File: src/lnit_pkg.sv
// Shared types and codes for the line number index table.
`default_nettype none
package lnit_pkg;

  // Operation codes carried by each input word.
  typedef enum logic [1:0] {
    OP_CLEAR = 2'd0,
    OP_ADD   = 2'd1,
    OP_FIND  = 2'd2,
    OP_NEXT  = 2'd3
  } op_t;

  localparam int LINE_W = 16;
  localparam int POS_W  = 16;

  // Query token that walks the cell chain, one cell per cycle.
  typedef struct packed {
    logic                     vld;
    op_t                      op;
    logic signed [LINE_W-1:0] line;
    logic        [POS_W-1:0]  pos;
    logic                     hit;
    logic signed [LINE_W-1:0] best_line;
    logic        [POS_W-1:0]  best_pos;
  } tok_t;

  // Append request broadcast to the cells; the cell at the fill count takes it.
  typedef struct packed {
    logic                     we;
    logic signed [LINE_W-1:0] line;
    logic        [POS_W-1:0]  pos;
  } app_t;

endpackage
`default_nettype wire

File: src/lnit_cell.sv
// One table cell: holds one entry and processes the passing query token.
`default_nettype none
module lnit_cell
  import lnit_pkg::*;
#(
  parameter int DEPTH = 64,
  parameter int IDX   = 0,
  parameter int CW    = 7
) (
  input  wire logic          clk,
  input  wire logic          rst_n,
  input  wire tok_t          tok_i,
  output tok_t               tok_o,
  input  wire logic [CW-1:0] count,
  input  wire app_t          app
);

  logic signed [LINE_W-1:0] line_r;
  logic        [POS_W-1:0]  pos_r;
  tok_t                     tok_r;
  tok_t                     tok_nxt;
  logic                     active;
  logic                     match;
  logic                     upd;

  assign active = (CW'(IDX) < count) && (IDX < DEPTH);
  assign match  = active && (line_r == tok_i.line);
  assign upd    = tok_i.vld && (tok_i.op == OP_ADD) && match;

  // Token update: record a hit (with the stored position for a find) or a better successor.
  always_comb begin
    tok_nxt = tok_i;
    case (tok_i.op)
      OP_ADD: begin
        if (match) tok_nxt.hit = 1'b1;
      end
      OP_FIND: begin
        if (match) begin
          tok_nxt.hit      = 1'b1;
          tok_nxt.best_pos = pos_r;
        end
      end
      OP_NEXT: begin
        if (active && (line_r > tok_i.line) &&
            (!tok_i.hit || (line_r < tok_i.best_line))) begin
          tok_nxt.hit       = 1'b1;
          tok_nxt.best_line = line_r;
          tok_nxt.best_pos  = pos_r;
        end
      end
      default: ;
    endcase
  end

  // Token register; only its valid bit needs reset.
  always_ff @(posedge clk) begin
    if (!rst_n) begin
      tok_r.vld <= 1'b0;
    end else begin
      tok_r <= tok_nxt;
    end
  end

  // Entry storage: written on append, position rewritten on update.
  always_ff @(posedge clk) begin
    if (app.we && (count == CW'(IDX))) begin
      line_r <= app.line;
      pos_r  <= app.pos;
    end else if (upd) begin
      pos_r <= tok_i.pos;
    end
  end

  assign tok_o = tok_r;

endmodule
`default_nettype wire

File: config.mk
export PLATFORM = sky130hd
export DESIGN_NAME = lnit_cell
export DESIGN_NICKNAME = d
export VERILOG_FILES = /design/src/lnit_pkg.sv /design/src/lnit_cell.sv
export SDC_FILE = /design/constraint.sdc
export NUM_CORES = 1
export LEC_CHECK = 0
export BUFFER_PORTS_ARGS = -buffer_cell sky130_fd_sc_hd__buf_2
export CAP_MARGIN = 20
export CORE_AREA = 5 5 126 98
export DETAILED_ROUTE_END_ITERATION = 6
export DIE_AREA = 0 0 131 103
export PLACE_DENSITY = 0.84
export RECOVER_POWER = 50
export SYNTH_ARGS = -nofsm -noshare
export SYNTH_HDL_FRONTEND = slang
export SYNTH_SLANG_ARGS = --single-unit
File: constraint.sdc
create_clock -name clk -period 3.5 [get_ports clk]
set_input_delay 0.525 -clock clk [delete_from_list [all_inputs] [get_ports clk]]
set_output_delay 0.525 -clock clk [all_outputs]
set_load 0.01 [all_outputs]
==> results <==
- The number of vias per cell after detailed routing is roughly 5.3.
- For flop-to-flop paths, the worst setup slack is a little under 0.5 ns.
- After clock tree synthesis, the setup repair step added 0 buffers.
- The max-capacitance violation count is 1.
- The remaining routing DRC violations is 0.
- By area, the combinational part of the netlist is dominated by compound AO/OA/AOI/OAI gates.
- Setup violations remaining at the end of the flow were counted as 0.
- The critical path is of the reg2reg type.
- The clock root buffer is sky130_fd_sc_hd__clkbuf_16.
- The clock network power share is approximately 38%.
- The count of instances resized after the clock tree is built is 0.
- The sequential fraction of design power is between 50% and 60%.
- The highest-delay cell along the critical path is sky130_fd_sc_hd__a211oi_1.
- Summing every instance area after synthesis gives ~0.0048 mm2.
- The internal portion of total power is 2.16 mW.
- Yosys attributes the largest share of cell area to sky130_fd_sc_hd__edfxtp_1, sky130_fd_sc_hd__ha_1, sky130_fd_sc_hd__a221o_1.
- Counting both buffers and inverters, the worst setup path holds a total of 1.
- For this block, the routed nets add up to 12.4 mm of wire.
- Clock-pin slew was measured on the worst setup and hold paths at around 0.070 ns.
- The arrival time of the worst setup path is about 3 ns.
- Port buffering added 177 buffers.
- Across all hold checks on the routed design, the worst slack comes to around 0.36 ns.
- The floorplan step defined a core boundary enclosing about 0.011 mm2.
- The startpoint identified for the worst register-to-register timing path is line_r[1].
- Static timing analysis puts the maximum clock frequency at 0.332 GHz.
- The top-level I/O count is 178.
- The static leakage is roughly 2.6 nW.
- The top fanout value on the critical path is 17.
- The capturing instance or port of the critical path is tok_o[29].
- The first routing iteration left about 350 violations.
- The multiplexer share of the synthesized area is 4.44%.
- The vertical die dimension is between 100 and 150 um.
- The count of cells along the worst register-to-register path is 9.
- The HPWL after detailed placement is 9.51 mm.
- The xor and xnor fraction of the mapped netlist area is 0%.
- The endpoint identified for the worst register-to-register timing path is tok_o[29].
- The post-route netlist has about 34% of its cells at a drive strength greater than 1.
- The largest net degree at the start of global routing is just under 70.
- The largest total area in the synthesized netlist belongs to sky130_fd_sc_hd__edfxtp_1.
- The worst pin sits at a relative slew slack of -16.9%.
- The number of inserted filler cells in the final layout is about 950.
- Of the total power, combinational logic draws between 10% and 20%.
- The number of antenna violations at the first check in global routing was 0.
- The insertion delay of the later-clocked pin in the worst-skew pair is approximately 0.34 ns.
- The checks that failed: max-capacitance violations, max-slew violations.
- The die area is approximately 0.013 mm2.
- The final layout net count is roughly 700.
- The number of pins with negative max-slew slack in the final report is about 70.
- The post-detailed-route count of antenna-violating nets is 0.
- Compared with the post-synthesis result, the final layout area differs by 28.1%.
- Of the available clock period, the critical path in the final layout requires between 80% and 90%.
- The switching part of the total power is 22.3%.
- Among cell families on the critical path, the largest total delay comes from compound AO/OA/AOI/OAI gates.
- Once placement finished, the instance area stood at between 0.005 and 0.006 mm2.
- The number of global-route vias before repair is about 4000.
- The async set-or-reset flop fraction in the synthesized netlist is 0%.
- In this run, synthesis produced a sequential element count of 100.
- The repair_antennas step left the layout with diodes totalling 0.
- When the netlist entered floorplanning its net count stood at 509.
- Subtracting the final worst setup slack from the clock period gives between 3 and 4 ns.
- The number of optimization iterations in the first detailed-route pass is 6.
- After synthesis, flip-flops and latches occupy between 60% and 70% of the total area.
- For this run, the slowest stage of the critical path takes around 0.44 ns.
- The kind of end point of the critical path is a register.
- The number of warnings printed during yosys synthesis is 0.
- The power density over cell area is around 450 mW/mm2.
- The element type at the critical path start is a register.
- In the final timing run, aggregate negative setup slack is 0 ns.
- TritonCTS built the clock tree.
- The flow ran to the end, but the final reports show violations.
- The net load switching power is 0.620 mW.
- The area fraction in and, or, nand and nor cells after synthesis is ~9.3%.
- The number of H-tree levels is 3.
- The critical path launch point is line_r[1].
- VDD sags by at most approximately 0.25 mV.
- Synthesis produced a netlist whose cell count is roughly 360.
- The routed length per placed instance is approximately 18 um.
- The floorplan has 34 rows.
- The synthesized netlist devotes about 9% of its cell area to adder and majority cells.
- The actual slew at the worst max-slew pin is approximately 1.8 ns.
- The clock net in this run drives a total of 100 sinks.
- The via count is 3695.
- On the final layout, the worst clock skew is a little over 0.006 ns.
- The number of clock buffers added by TritonCTS is 9.
- The critical path runs through a total of 9 cells.
- The final non-filler cell area is a little over 0.006 mm2.
- The number of hold violations in the final report is 0.
- The wire length of the first global-routing pass is roughly 19 mm.
- The count of hold-fix buffers inserted at cts is 0.
- Counting along the longest clock path gives a buffer depth of 2.
- Setup repair after global routing left no endpoint under its margin.
- The post-synthesis average cell area is between 10 and 15 um2.
- The global router's overall resource usage is between 15 and 20%.
- The number of distinct library cell variants in the gate-level netlist after synthesis is between 40 and 50.
- The classification of the worst-slack hold path is in2reg.
- The signal on the critical path passes through ha_1, nor2b_1, o211ai_1, a21oi_2, a211oi_1, mux2i_4, and2_4, buf_4, o21ai_1.
- The number of flops mapped to enable cells by yosys is between 90 and 100.
- At the worst endpoint, the required time is between 3 and 4 ns.
- For this configuration, the core starts out at a cell density of around 43%.
- In the synthesized netlist the dominant register cell turns out to be sky130_fd_sc_hd__edfxtp_1.
- The number of cells traversed by the worst hold path is 1.
- The fraction of the mapped netlist area in compound gates is between 10% and 20%.
- The die boundary width is 131 um.
- The total overflow left after global routing is 0.
- The final weighted congestion of routability-driven global placement is 0.792.
- The synthesized design devotes to its leading area cell type 61.7% of total area.
==> power by group through the flow <==
| stage | sequential [mW] | clock, mW | combinational (mW) |
|---|---|---|---|
| 2_1_floorplan | 1.47 | 0 | 0.115 |
| 3_3_place_gp | 1.43 | 0 | 0.317 |
| 3_5_place_dp | 1.43 | 0 | 0.329 |
| 4_1_cts | 1.41 | 1.07 | 0.330 |
| 5_1_grt | 1.41 | 1.13 | 0.353 |
| 6_report | 1.41 | 1.05 | 0.321 |
==> cells in the mapped netlist, types with 7 or more instances <==
library cell	instances
sky130_fd_sc_hd__o21ai_1	15
sky130_fd_sc_hd__nand2_1	40
sky130_fd_sc_hd__a221o_1	15
sky130_fd_sc_hd__edfxtp_1	99
sky130_fd_sc_hd__a21boi_0	15
sky130_fd_sc_hd__mux2_1	9
sky130_fd_sc_hd__nand3_1	19
sky130_fd_sc_hd__ha_1	35
sky130_fd_sc_hd__inv_1	36
sky130_fd_sc_hd__a21oi_1	10
sky130_fd_sc_hd__nand4_1	7
sky130_fd_sc_hd__mux2_2	8
==> flip-flops by register name, indices dropped and copies added (netlist names) <==
register,count
pos_r,16
tok_o,68
line_r,16
==> cell type report <==
cell class / instances / area (um2) / share of cell area (%)
Sequential cell: 100 / 2990 / 48.5
Multi-Input combinational cell: 216 / 1630 / 26.4
Timing Repair Buffer: 187 / 920 / 14.9
Clock buffer: 10 / 229 / 3.71
Tap cell: 144 / 180 / 2.92
Inverter: 36 / 135 / 2.19
Clock inverter: 6 / 87.6 / 1.42
==> logic make-up after synthesis <==
family,after synthesis
AOI/OAI and AO/OA,73
adders and majority gates,35
buffers and inverters,48
DFF,100
muxes,18
and+or+nand+nor,90
==> placed cells by master (no fill, tap or decap), drive strengths merged, types with 2 or more instances in the layout <==
master  count
edfxtp     99
bufinv      2
nand3      19
o21ai      20
mux2       17
buf       153
nor4        2
and2        2
a21boi     15
ha         35
a21oi      12
a211oi      2
o211ai      3
nand2b      2
nand4       8
clkbuf     44
nand2      40
a221o      15
nor2        6
inv        37
or4         2
nor3        2
clkinv      3
nor2b       3
==> worst min path at each step <==
stage / startpoint / endpoint / slack, ns
floorplan: line_r[0] / tok_o[16] / 0.55
global placement: pos_r[11] / tok_o[11] / 0.56
detailed placement: pos_r[9] / tok_o[9] / 0.57
CTS: app[20] / line_r[4] / 0.35
finish: app[30] / line_r[14] / 0.36
global route: app[24] / line_r[8] / 0.34
==> per-stage QoR <==
stage | total power [mW] | utilization (%) | instances | setup slack (ns)
6_report | 2.78 | 55.4 | 699 | 0.488
3_3_place_gp | 1.75 | 52.9 | 682 | 0.323
3_5_place_dp | 1.76 | 52.9 | 682 | 0.286
5_1_grt | 2.90 | 55.4 | 699 | 0.319
4_1_cts | 2.81 | 55.7 | 698 | 0.496
2_1_floorplan | 1.58 | - | 364 | 0.0936
==> per-layer routing <==
layer	wire [um]	vias to the layer above	track usage (%)	share of wire, %
met2	6100	168	31.2	49
met3	1170	21	4.82	9.4
met4	194	0	6.32	1.6
met5	0	-	0	0
li1	-	1747	-	-
met1	4900	1759	22.3	40
No activity file was read; power rests on OpenSTA's default activity.
